--- config.mk ---
export PLATFORM = sky130hd
export DESIGN_NAME = contiguous_page_run_allocator_flat
export DESIGN_NICKNAME = d
export VERILOG_FILES = /design/src/hdl/cpra_pkg.sv /design/src/hdl/cpra_req_if.sv /design/src/hdl/cpra_rsp_if.sv /design/src/hdl/contiguous_page_run_allocator.sv /design/src/hdl/cpra_ram.sv /design/src/hdl/cpra_ctrl.sv /design/src/hdl/cpra_dp.sv /design/src/flat_wrapper.sv
export SDC_FILE = /design/constraint.sdc
export NUM_CORES = 2
export LEC_CHECK = 0
export ABC_AREA = 1
export BUFFER_PORTS_ARGS = -buffer_cell sky130_fd_sc_hd__buf_2
export CAP_MARGIN = 15
export CORE_ASPECT_RATIO = 0.75
export CORE_UTILIZATION = 40
export DETAILED_ROUTE_END_ITERATION = 16
export GPL_TIMING_DRIVEN = 1
export PLACE_DENSITY = 0.62
export SLEW_MARGIN = 30
export SYNTH_ARGS = -nofsm -noshare
export SYNTH_HDL_FRONTEND = slang
export SYNTH_HIERARCHICAL = 1
export SYNTH_SLANG_ARGS = --single-unit
--- constraint.sdc ---
create_clock -name clock -period 38.7 [get_ports clock]
set_clock_uncertainty 0.15 [all_clocks]
set_input_delay 1.935 -clock clock [delete_from_list [all_inputs] [get_ports clock]]
set_output_delay 1.935 -clock clock [all_outputs]
set_load 0.05 [all_outputs]
--- src/hdl/cpra_pkg.sv ---
package cpra_pkg;

   localparam int COUNT_W = 10;
   localparam int PAGE_W = 10;
   localparam int STATUS_W = 2;

   localparam logic [PAGE_W-1:0] SEARCH_BASE_RESET = PAGE_W'(284);

   typedef enum logic [STATUS_W-1:0] {
      STATUS_OK      = 2'd0,
      STATUS_INVALID = 2'd1,
      STATUS_NOSPACE = 2'd2
   } status_type;

   localparam logic OP_ALLOC = 1'b0;
   localparam logic OP_FREE  = 1'b1;

   // controller to datapath
   typedef struct packed {
      logic       load;
      logic       clear;
      logic       scan_init;
      logic       scan;
      logic       mark_init;
      logic       free_init;
      logic       write;
      logic       wdata;
      logic       res_load;
      status_type res_status;
      logic       res_zero_start;
   } cmd_type;

   // datapath to controller
   typedef struct packed {
      logic is_free;
      logic alloc_bad;
      logic free_bad;
      logic count_zero;
      logic found;
      logic exhausted;
      logic at_end;
      logic clear_done;
   } sts_type;

endpackage

--- src/hdl/cpra_req_if.sv ---
interface cpra_req_if;
   import cpra_pkg::*;

   logic               valid;
   logic               ready;
   logic               op;
   logic [COUNT_W-1:0] page_count;
   logic [PAGE_W-1:0]  page_start;

   modport source (output valid, op, page_count, page_start, input ready);
   modport sink (input valid, op, page_count, page_start, output ready);
endinterface

--- src/hdl/cpra_rsp_if.sv ---
interface cpra_rsp_if;
   import cpra_pkg::*;

   logic                valid;
   logic                ready;
   logic [STATUS_W-1:0] status;
   logic [PAGE_W-1:0]   start_page;

   modport source (output valid, status, start_page, input ready);
   modport sink (input valid, status, start_page, output ready);
endinterface

--- src/hdl/contiguous_page_run_allocator.sv ---
// First-fit contiguous page allocator over a one-bit-per-page used bitmap held in a
// single RAM. After reset a clearing pass marks every page free; no request word is
// taken until it ends (csr writes are taken at any time). Requests are handled one
// at a time, one bitmap bit per cycle through the RAM port: an allocate is decoded,
// then scans from search_base to the end of the first fitting run through the
// registered read, then writes each page of the run to mark it, then presents the
// response. A free is decoded, then writes each page of its run clear, then
// presents the response. Rejected requests answer right after decode. One response
// word is returned per request.
module contiguous_page_run_allocator #(
   parameter int TOTAL_PAGE_COUNT = 1024
) (
   input  logic                        clock,
   input  logic                        reset,
   cpra_req_if.sink                    req,
   cpra_rsp_if.source                  rsp,
   input  logic                        csr_we,
   input  logic [cpra_pkg::PAGE_W-1:0] csr_wdata
);
   import cpra_pkg::*;

   cmd_type cmd;
   sts_type sts;

   cpra_ctrl u_ctrl (
      .clock     (clock),
      .reset     (reset),
      .req_valid (req.valid),
      .req_ready (req.ready),
      .rsp_valid (rsp.valid),
      .rsp_ready (rsp.ready),
      .sts       (sts),
      .cmd       (cmd)
   );

   cpra_dp #(
      .TOTAL_PAGE_COUNT (TOTAL_PAGE_COUNT)
   ) u_dp (
      .clock          (clock),
      .reset          (reset),
      .csr_we         (csr_we),
      .csr_wdata      (csr_wdata),
      .req_op         (req.op),
      .req_page_count (req.page_count),
      .req_page_start (req.page_start),
      .rsp_status     (rsp.status),
      .rsp_start_page (rsp.start_page),
      .cmd            (cmd),
      .sts            (sts)
   );
endmodule

--- src/hdl/cpra_ram.sv ---
module cpra_ram #(
   parameter int WIDTH = 1,
   parameter int DEPTH = 1024
) (
   input  logic                     clock,
   input  logic                     we,
   input  logic [$clog2(DEPTH)-1:0] waddr,
   input  logic [WIDTH-1:0]         wdata,
   input  logic [$clog2(DEPTH)-1:0] raddr,
   output logic [WIDTH-1:0]         rdata
);
   logic [WIDTH-1:0] mem [DEPTH];

   always_ff @(posedge clock) begin
      if (we) begin
         mem[waddr] <= wdata;
      end
      rdata <= mem[raddr];
   end
endmodule

--- src/hdl/cpra_ctrl.sv ---
module cpra_ctrl (
   input  logic              clock,
   input  logic              reset,
   input  logic              req_valid,
   output logic              req_ready,
   output logic              rsp_valid,
   input  logic              rsp_ready,
   input  cpra_pkg::sts_type sts,
   output cpra_pkg::cmd_type cmd
);
   import cpra_pkg::*;

   typedef enum logic [2:0] {
      ST_CLEAR,
      ST_IDLE,
      ST_CHECK,
      ST_SCAN,
      ST_MARK,
      ST_FREE,
      ST_RESP
   } state_type;

   state_type state_ff, state_in;

   assign req_ready = (state_ff == ST_IDLE);
   assign rsp_valid = (state_ff == ST_RESP);

   always_comb begin
      state_in = state_ff;
      cmd = '0;
      cmd.res_status = STATUS_OK;
      unique case (state_ff)
         ST_CLEAR: begin
            cmd.clear = 1'b1;
            if (sts.clear_done) begin
               state_in = ST_IDLE;
            end
         end
         ST_IDLE: begin
            if (req_valid) begin
               cmd.load = 1'b1;
               state_in = ST_CHECK;
            end
         end
         ST_CHECK: begin
            if (sts.is_free) begin
               priority if (sts.free_bad) begin
                  cmd.res_load = 1'b1;
                  cmd.res_status = STATUS_INVALID;
                  cmd.res_zero_start = 1'b1;
                  state_in = ST_RESP;
               end else if (sts.count_zero) begin
                  cmd.res_load = 1'b1;
                  cmd.res_status = STATUS_OK;
                  cmd.res_zero_start = 1'b1;
                  state_in = ST_RESP;
               end else begin
                  cmd.free_init = 1'b1;
                  state_in = ST_FREE;
               end
            end else if (sts.alloc_bad) begin
               cmd.res_load = 1'b1;
               cmd.res_status = STATUS_INVALID;
               cmd.res_zero_start = 1'b1;
               state_in = ST_RESP;
            end else begin
               cmd.scan_init = 1'b1;
               state_in = ST_SCAN;
            end
         end
         ST_SCAN: begin
            cmd.scan = 1'b1;
            if (sts.found) begin
               cmd.mark_init = 1'b1;
               state_in = ST_MARK;
            end else if (sts.exhausted) begin
               cmd.res_load = 1'b1;
               cmd.res_status = STATUS_NOSPACE;
               cmd.res_zero_start = 1'b1;
               state_in = ST_RESP;
            end
         end
         ST_MARK: begin
            cmd.write = 1'b1;
            cmd.wdata = 1'b1;
            if (sts.at_end) begin
               cmd.res_load = 1'b1;
               cmd.res_status = STATUS_OK;
               state_in = ST_RESP;
            end
         end
         ST_FREE: begin
            cmd.write = 1'b1;
            cmd.wdata = 1'b0;
            if (sts.at_end) begin
               cmd.res_load = 1'b1;
               cmd.res_status = STATUS_OK;
               cmd.res_zero_start = 1'b1;
               state_in = ST_RESP;
            end
         end
         ST_RESP: begin
            if (rsp_ready) begin
               state_in = ST_IDLE;
            end
         end
         default: begin
            state_in = ST_IDLE;
         end
      endcase
   end

   always_ff @(posedge clock) begin
      if (reset) begin
         state_ff <= ST_CLEAR;
      end else begin
         state_ff <= state_in;
      end
   end
endmodule

--- src/hdl/cpra_dp.sv ---
module cpra_dp #(
   parameter int TOTAL_PAGE_COUNT = 1024
) (
   input  logic                            clock,
   input  logic                            reset,
   input  logic                            csr_we,
   input  logic [cpra_pkg::PAGE_W-1:0]     csr_wdata,
   input  logic                            req_op,
   input  logic [cpra_pkg::COUNT_W-1:0]    req_page_count,
   input  logic [cpra_pkg::PAGE_W-1:0]     req_page_start,
   output logic [cpra_pkg::STATUS_W-1:0]   rsp_status,
   output logic [cpra_pkg::PAGE_W-1:0]     rsp_start_page,
   input  cpra_pkg::cmd_type               cmd,
   output cpra_pkg::sts_type               sts
);
   import cpra_pkg::*;

   localparam int PW = $clog2(TOTAL_PAGE_COUNT);
   localparam int CW = $clog2(TOTAL_PAGE_COUNT + 1);
   localparam int XW = ((CW > PAGE_W) ? CW : PAGE_W) + 1;
   localparam logic [XW-1:0] TOTAL_X = XW'(TOTAL_PAGE_COUNT);
   localparam logic [CW-1:0] TOTAL_C = CW'(TOTAL_PAGE_COUNT);
   localparam logic [CW-1:0] LAST_C = CW'(TOTAL_PAGE_COUNT - 1);

   logic [PAGE_W-1:0]  base_ff, base_in;
   logic               op_ff, op_in;
   logic [COUNT_W-1:0] count_ff, count_in;
   logic [PAGE_W-1:0]  pstart_ff, pstart_in;
   logic [CW-1:0]      ctr_ff, ctr_in;
   logic [PW-1:0]      end_ff, end_in;
   logic               rd_valid_ff, rd_valid_in;
   logic [PW-1:0]      rd_addr_ff, rd_addr_in;
   logic [CW-1:0]      run_ff, run_in;
   status_type         res_status_ff, res_status_in;
   logic [PAGE_W-1:0]  res_start_ff, res_start_in;

   logic          ram_we;
   logic          ram_wdata;
   logic          ram_rdata;
   logic [XW-1:0] base_x, count_x, pstart_x, run_next, first_x, free_end_x;

   cpra_ram #(
      .WIDTH (1),
      .DEPTH (TOTAL_PAGE_COUNT)
   ) u_bitmap (
      .clock (clock),
      .we    (ram_we),
      .waddr (ctr_ff[PW-1:0]),
      .wdata (ram_wdata),
      .raddr (ctr_ff[PW-1:0]),
      .rdata (ram_rdata)
   );

   assign base_x = XW'(base_ff);
   assign count_x = XW'(count_ff);
   assign pstart_x = XW'(pstart_ff);
   assign run_next = XW'(run_ff) + XW'(1);
   // run ends at the page just read
   assign first_x = XW'(rd_addr_ff) + XW'(1) - count_x;
   assign free_end_x = pstart_x + count_x - XW'(1);

   always_comb begin
      sts.is_free = (op_ff == OP_FREE);
      sts.count_zero = (count_ff == '0);
      sts.alloc_bad = (count_ff == '0) || (base_x >= TOTAL_X) || (count_x > TOTAL_X - base_x);
      sts.free_bad = (pstart_x + count_x > TOTAL_X);
      sts.found = rd_valid_ff && !ram_rdata && (run_next == count_x);
      sts.exhausted = !rd_valid_ff && (ctr_ff == TOTAL_C);
      sts.at_end = (ctr_ff[PW-1:0] == end_ff);
      sts.clear_done = (ctr_ff == LAST_C);
   end

   assign rsp_status = res_status_ff;
   assign rsp_start_page = res_start_ff;

   always_comb begin
      base_in = base_ff;
      op_in = op_ff;
      count_in = count_ff;
      pstart_in = pstart_ff;
      ctr_in = ctr_ff;
      end_in = end_ff;
      rd_valid_in = 1'b0;
      rd_addr_in = rd_addr_ff;
      run_in = run_ff;
      res_status_in = res_status_ff;
      res_start_in = res_start_ff;
      ram_we = 1'b0;
      ram_wdata = 1'b0;

      if (csr_we) begin
         base_in = csr_wdata;
      end
      if (cmd.load) begin
         op_in = req_op;
         count_in = req_page_count;
         pstart_in = req_page_start;
      end
      if (cmd.clear) begin
         ram_we = 1'b1;
         ram_wdata = 1'b0;
         ctr_in = ctr_ff + CW'(1);
      end
      if (cmd.scan_init) begin
         ctr_in = base_x[CW-1:0];
         run_in = '0;
      end
      if (cmd.scan) begin
         // reads are issued one ahead of the run count
         if (ctr_ff != TOTAL_C) begin
            rd_valid_in = 1'b1;
            rd_addr_in = ctr_ff[PW-1:0];
            ctr_in = ctr_ff + CW'(1);
         end
         if (rd_valid_ff) begin
            if (ram_rdata) begin
               run_in = '0;
            end else begin
               run_in = run_next[CW-1:0];
            end
         end
      end
      if (cmd.mark_init) begin
         ctr_in = first_x[CW-1:0];
         end_in = rd_addr_ff;
         res_start_in = first_x[PAGE_W-1:0];
         rd_valid_in = 1'b0;
      end
      if (cmd.free_init) begin
         ctr_in = pstart_x[CW-1:0];
         end_in = free_end_x[PW-1:0];
      end
      if (cmd.write) begin
         ram_we = 1'b1;
         ram_wdata = cmd.wdata;
         ctr_in = ctr_ff + CW'(1);
      end
      if (cmd.res_load) begin
         res_status_in = cmd.res_status;
         if (cmd.res_zero_start) begin
            res_start_in = '0;
         end
      end
   end

   always_ff @(posedge clock) begin
      if (reset) begin
         base_ff <= SEARCH_BASE_RESET;
         ctr_ff <= '0;
         rd_valid_ff <= 1'b0;
      end else begin
         base_ff <= base_in;
         ctr_ff <= ctr_in;
         rd_valid_ff <= rd_valid_in;
      end
   end

   always_ff @(posedge clock) begin
      op_ff <= op_in;
      count_ff <= count_in;
      pstart_ff <= pstart_in;
      end_ff <= end_in;
      rd_addr_ff <= rd_addr_in;
      run_ff <= run_in;
      res_status_ff <= res_status_in;
      res_start_ff <= res_start_in;
   end
endmodule

--- src/flat_wrapper.sv ---
// flat-port wrapper written by rule: the top's interface ports become plain ports
module contiguous_page_run_allocator_flat import cpra_pkg::*;
#(
   parameter int TOTAL_PAGE_COUNT = 1024
)
  (clock, reset, csr_we, csr_wdata, req_valid, req_op, req_page_count, req_page_start, req_ready, rsp_valid, rsp_status, rsp_start_page, rsp_ready);
  cpra_req_if req_i ();
  cpra_rsp_if rsp_i ();
  input  logic clock;
  input  logic reset;
  input  logic csr_we;
  input  logic [cpra_pkg::PAGE_W-1:0] csr_wdata;
  input wire logic [$bits(req_i.valid)-1:0] req_valid;
  input wire logic [$bits(req_i.op)-1:0] req_op;
  input wire logic [$bits(req_i.page_count)-1:0] req_page_count;
  input wire logic [$bits(req_i.page_start)-1:0] req_page_start;
  output wire logic [$bits(req_i.ready)-1:0] req_ready;
  output wire logic [$bits(rsp_i.valid)-1:0] rsp_valid;
  output wire logic [$bits(rsp_i.status)-1:0] rsp_status;
  output wire logic [$bits(rsp_i.start_page)-1:0] rsp_start_page;
  input wire logic [$bits(rsp_i.ready)-1:0] rsp_ready;
  assign req_i.valid = req_valid;
  assign req_i.op = req_op;
  assign req_i.page_count = req_page_count;
  assign req_i.page_start = req_page_start;
  assign req_ready = req_i.ready;
  assign rsp_valid = rsp_i.valid;
  assign rsp_status = rsp_i.status;
  assign rsp_start_page = rsp_i.start_page;
  assign rsp_i.ready = rsp_ready;
  contiguous_page_run_allocator #(.TOTAL_PAGE_COUNT(TOTAL_PAGE_COUNT)) u_core (.clock(clock), .reset(reset), .req(req_i), .rsp(rsp_i), .csr_we(csr_we), .csr_wdata(csr_wdata));
endmodule
== Word-level counts from Yosys, hierarchy flattened ==
Memory sizes are Yosys's and may differ from the RTL's. A register that Yosys moved wholly into a read port is not among the register bits.
Index checks and enable logic that the tools add are counted.
Word-level totals
  register bits: 89
  RAM bits: 1024
  word-level logic and storage cells: 110
  memories: 1
Memory list
  u_core.u_dp.u_bitmap.mem: depth 1024, bits a word 1, rd ports 1, clocked after Yosys merged registers in 1, write ports 1, RTL line cpra_ram.sv:12  | logic [WIDTH-1:0] mem [DEPTH];
Cells by class
  add/sub/neg operators: 7
  magnitude comparators: 3
  equal/unequal tests: 16
  mux-type cells: 56
  bitwise logic cells: 1
  reductions and logical operators: 14
Operator list (number)
  11-bit two-way mux: 11
  10-bit two-way mux: 5
  4-bit two-way mux: 7
  3-bit two-way mux: 9
  3-bit case mux with 6 select lines: 1
  1-bit two-way mux: 17
  11-bit by 1-bit adder with 12-bit output (second input constant): 1
  12-bit by 10-bit == test with 1-bit output: 1
  10-bit by 12-bit > comparator with 1-bit output: 1
  3-bit case mux with 4 select lines: 1
  11-bit by 10-bit subtractor with 12-bit output (first input constant): 1
  10-bit by 1-bit adder with 11-bit output (second input constant): 1
  10-bit by 10-bit adder with 11-bit output: 1
  11-bit by 1-bit adder with 11-bit output (second input constant): 1
  11-bit by 10-bit == test with 1-bit output (second input constant): 1
  11-bit == test (second input constant): 1
  10-bit by 11-bit greater-or-equal comparator with 1-bit output (second input constant): 1
  11-bit > comparator (second input constant): 1
  11-bit != test (second input constant): 1
  11-bit by 10-bit subtractor with 11-bit output: 1
  10-bit == test: 1
  10-bit logical NOT: 1
  10-bit by 1-bit subtractor with 10-bit output (second input constant): 1
  3-bit == test (second input constant): 3
  other kinds (18): 27

== Longest topological paths before layout ==
  word-level depth: 12
  mapped depth: 24
  mapped depth without buffers: 24

== Cells and area by module ==
The synthesis kept the hierarchy.
Modules (own cells, without submodules)
  cpra_ram: instances 1, cells an instance 4679, area an instance 46392.0 um^2
  cpra_dp: instances 1, cells an instance 761, area an instance 5859.4 um^2
  cpra_ctrl: instances 1, cells an instance 77, area an instance 397.9 um^2

== Least setup slack after synthesis ==
Ideal clock, no wire load.
  path type: register -> register
  start point: reg u_core.u_ctrl.state_ff[1]
  end point: mem u_core.u_dp.u_bitmap.mem[0] (data pin)
  library setup time: 2.497 ns
  arrival time: 11.874 ns
  setup slack: 24.179 ns
  stages on the path, launching flop included: 8
  buffers on the path: 2
  period minus slack after synthesis: 14.521 ns
  cell sequence: dfxtp_1 -> buf_6 -> nor2_1 -> nand2_1 -> nand2_2 -> buf_2 -> nand2_1 -> inv_1
RTL lines
  start: declaration: RTL line cpra_ctrl.sv:23  | state_type state_ff, state_in;
  start signal: assignment: RTL line cpra_ctrl.sv:117  | state_ff <= state_in;
  end: declaration: RTL line cpra_ram.sv:12

==> flow_metrics.py <==
metrics = {
    "die": {
        "design.die.area_um2": 133000,
        "io_pins": 50,
        "dieWidth_um": 421,
        "start_util": 0.406,
        "placementRows": 114,
        "chipHeight_um": 316,
        "core_region_area_um2": 130000,
    },
    "drt": {
        "drt_iter0_drc": 6360,
        "wl_per_cell_um": 22.5,
        "routed_wl_um": 161000,
        "routed_via_density": 5.63,
        "postRouteAntennaNets": 0,
        "via_count": 40295,
        "drc": 0,
        "drtPass1Iterations": 6,
    },
    "placed_design": {
        "dpl-instance-area_um2": 53700,
        "dpl.cell_count": 6960,
        "place_congestion": 0.912,
        "io_buffers": 49,
        "dp_hpwl_um": 82400,
    },
    "timing": {
        "relSlewSlack": 0.225,
        "layout_min_cycle_time_ns": 5.23,
        "rsz0062_at_grt": "false",
        "hold_violations": 0,
        "fin_setup_tns_ns": 0,
        "setup_viol": 0,
        "holdWs_ns": 0.310,
        "final_max_slew_viol_count": 0,
        "tightestPinTransition_ns": 1.16,
        "fin_crit_sh": 0.135,
        "fmax_mhz": 191,
    },
    "clock_tree": {
        "worstSkewPairLatency_ns": 0.74,
        "numCtsBuffers": 105,
        "clk_pin_slew_ns": 0.07,
        "clockRootBuffer": "clkbuf_16",
        "htreeDepth": 3,
        "clock-sinks": 1114,
        "post_cts_buffers": 0,
        "tritoncts": "done",
        "postCtsHoldBufs": 0,
        "cts_buffer_depth": 3,
        "cts-resized-gates": 0,
    },
    "global_route": {
        "globalRouteOverflowTotal": 0,
        "grt_use_total": 0.237,
        "grt_max_degree": 286,
        "antenna_found_initial": 1,
        "grt_pass1_wl_um": 238000,
        "grt_pass1_vias": 37339,
    },
    "critical_path": {
        "rr_startpoint": "u_core/u_dp/ctr_ff[0]",
        "rr_endpoint": "u_core/u_dp/u_bitmap/rdata",
        "crit_type": "reg2reg",
        "required_ns": 39.20,
        "timing.reg2reg.worst_path_depth": 16,
        "cp_data_arrival_time_ns": 5.73,
        "cp_max_fo": 84,
        "start_kind": "register",
        "critPathCaptureType": "register",
        "timing.reg2reg.setup_slack_ns": 33.47,
    },
    "synthesis": {
        "syn_nets": 5600,
        "seq_area_frac_synth": 0.626,
        "avgSynthCellArea_um2": 9.54,
        "synthTopCellsByCount": "nand2_1 (1302), nor2_1 (1107), nand3_1 (1073), edfxtp_1 (1067), clkbuf_1 (203)",
        "synthArstFlopShare": 0,
        "synthTopCellsByArea": "edfxtp_1 (61%), nand3_1 (10%), nand2_1 (9.3%)",
        "synth-edff-count": 1067,
        "syn_inst": 5517,
        "yosysMostFrequentCell": "nand2_1",
        "yosysWarnings": 6,
        "syn_area_um2": 52600,
        "ys_types": 50,
        "synth_ff_type": "edfxtp_1",
        "synthDominantCellAreaShare": 0.609,
        "synth_top_area_cell": "edfxtp_1",
        "ys_ff_latch": 1114,
    },
    "final_layout": {
        "antennaDiodeCount": 0,
        "fillers": 12434,
        "final_nets": 5411,
        "drive_gt1_frac": 0.0707,
        "design_area_um2": 57100,
        "area_growth_pct": 8.46,
        "final_util": 0.440,
        "stdcell_count": 7156,
    },
    "power": {
        "power.density_nw_per_um2": 62.2,
        "p_leak_uw": 0.0195,
        "ir_drop_mv": 0.0615,
    },
    "hold_path": {
        "hp-class": "reg2reg",
        "holdPathEnd": "u_core/u_dp/rsp_start_page[8]",
        "min_path_cells": 2,
        "holdCritStartpoint": "u_core/u_dp/rsp_start_page[8]",
    },
    "run": {
        "drv_cap": 0,
    },
    "status": {
        "status": "finished, final reports clean",
    },
}
## report_power, final
part | switching, µW | leakage, µW | internal [µW]
logic | 845 | 0.00804 | 279
clock network | 468 | 0.00162 | 563
registers | 44.4 | 0.00983 | 1350
## through the flow
step / setup slack, ns / total power, µW
after CTS: 33.56 / 3540
after floorplan: 24.18 / 2200
final: 33.47 / 3550
after global placement: 33.70 / 2500
after detailed placement: 33.60 / 2510
after global routing: 33.23 / 3700
## how the worst max path moves through the flow
stage,start,endpoint,slack [ns]
6_report,u_core/u_dp/ctr_ff[0],u_core/u_dp/u_bitmap/rdata,33.47
5_1_grt,u_core/u_dp/ctr_ff[0],u_core/u_dp/u_bitmap/rdata,33.23
4_1_cts,u_core/u_dp/ctr_ff[0],u_core/u_dp/u_bitmap/rdata,33.56
3_5_place_dp,u_core/u_dp/ctr_ff[0],u_core/u_dp/u_bitmap/rdata,33.60
3_3_place_gp,u_core/u_dp/ctr_ff[0],u_core/u_dp/u_bitmap/rdata,33.70
2_1_floorplan,u_core/u_ctrl/state_ff[1],u_core/u_dp/u_bitmap/mem[0],24.18
## worst max-delay path, stage by stage (launching register included)
cell	delay [ns]
dfxtp_4	0.61
buf_4	0.54
buf_4	0.77
buf_4	0.87
buf_4	0.79
nand2_1	0.11
nand3_1	0.12
nand3_1	0.08
nand3_1	0.13
nand3_1	0.09
nand3_1	0.10
nand3_1	0.22
nand2_1	0.17
nand2_1	0.06
nand3_1	0.09
nand3_1	0.08
nand2_1	0.06
## metal layers
layer  global-route usage  vias up  share of wire  routed length [µm]
li1                     -    18207              -                   -
met1                0.342    19627           0.42               67800
met2                0.354     2182           0.43               69500
met3               0.0569      279           0.12               19400
met4               0.0669        0          0.026                4220
met5                    0        -              0                   0
## layout make-up
type	count	area, µm²	share of cell area
Clock buffer	127	2730	0.0478
Clock inverter	68	584	0.0102
Inverter	175	694	0.0122
Multi-Input combinational cell	3798	16900	0.297
Sequential cell	1114	33000	0.578
Tap cell	1740	2180	0.0381
Timing Repair Buffer	134	980	0.0172
## state kept, by name (all words and copies together), names as in the netlist
name                        flops
u_core/u_dp/pstart_ff          10
u_core/u_dp/end_ff             10
u_core/u_dp/u_bitmap/mem     1024
u_core/u_ctrl/state_ff          3
u_core/u_dp/ctr_ff             11
u_core/u_dp/rsp_start_page     10
u_core/u_dp/count_ff           10
u_core/u_dp/base_ff            10
u_core/u_dp/rd_addr_ff         10
u_core/u_dp/rsp_status          2
u_core/u_dp/rd_valid_ff         1
u_core/u_dp/run_ff             11
u_core/u_dp/u_bitmap/rdata      1
u_core/u_dp/op_ff               1
## cell families (layout without fill, tap and decap cells)
kind of cell,Yosys count,count (layout),share of synthesized area
flip-flops,1114,1114,0.626
XOR/XNOR,34,34,0.00632
buffers and inverters,605,504,0.0551
adder cells (fa/ha/maj),47,47,0.0115
AO/OA/AOI/OAI,135,135,0.0147
AND/OR/NAND/NOR,3582,3582,0.286
## cells in the final DEF (no fill, tap or decap), types with 6 or more instances in the layout
cell / n
nand2_1: 1254
xnor2_1: 8
nand3_2: 6
nand2_2: 55
ha_1: 45
clkinv_1: 34
nor3_1: 32
clkinv_2: 19
nand3_1: 1070
edfxtp_1: 1067
o21ai_0: 40
o22ai_1: 9
clkbuf_16: 106
buf_2: 49
nor2_2: 10
o221ai_1: 6
xor2_1: 23
dfxtp_1: 42
nor2_1: 1104
a21oi_1: 53
nand4_1: 24
clkbuf_1: 21
a31oi_1: 8
buf_4: 75
inv_1: 161
bufinv_16: 9
No activity file was read; power rests on OpenSTA's default activity.
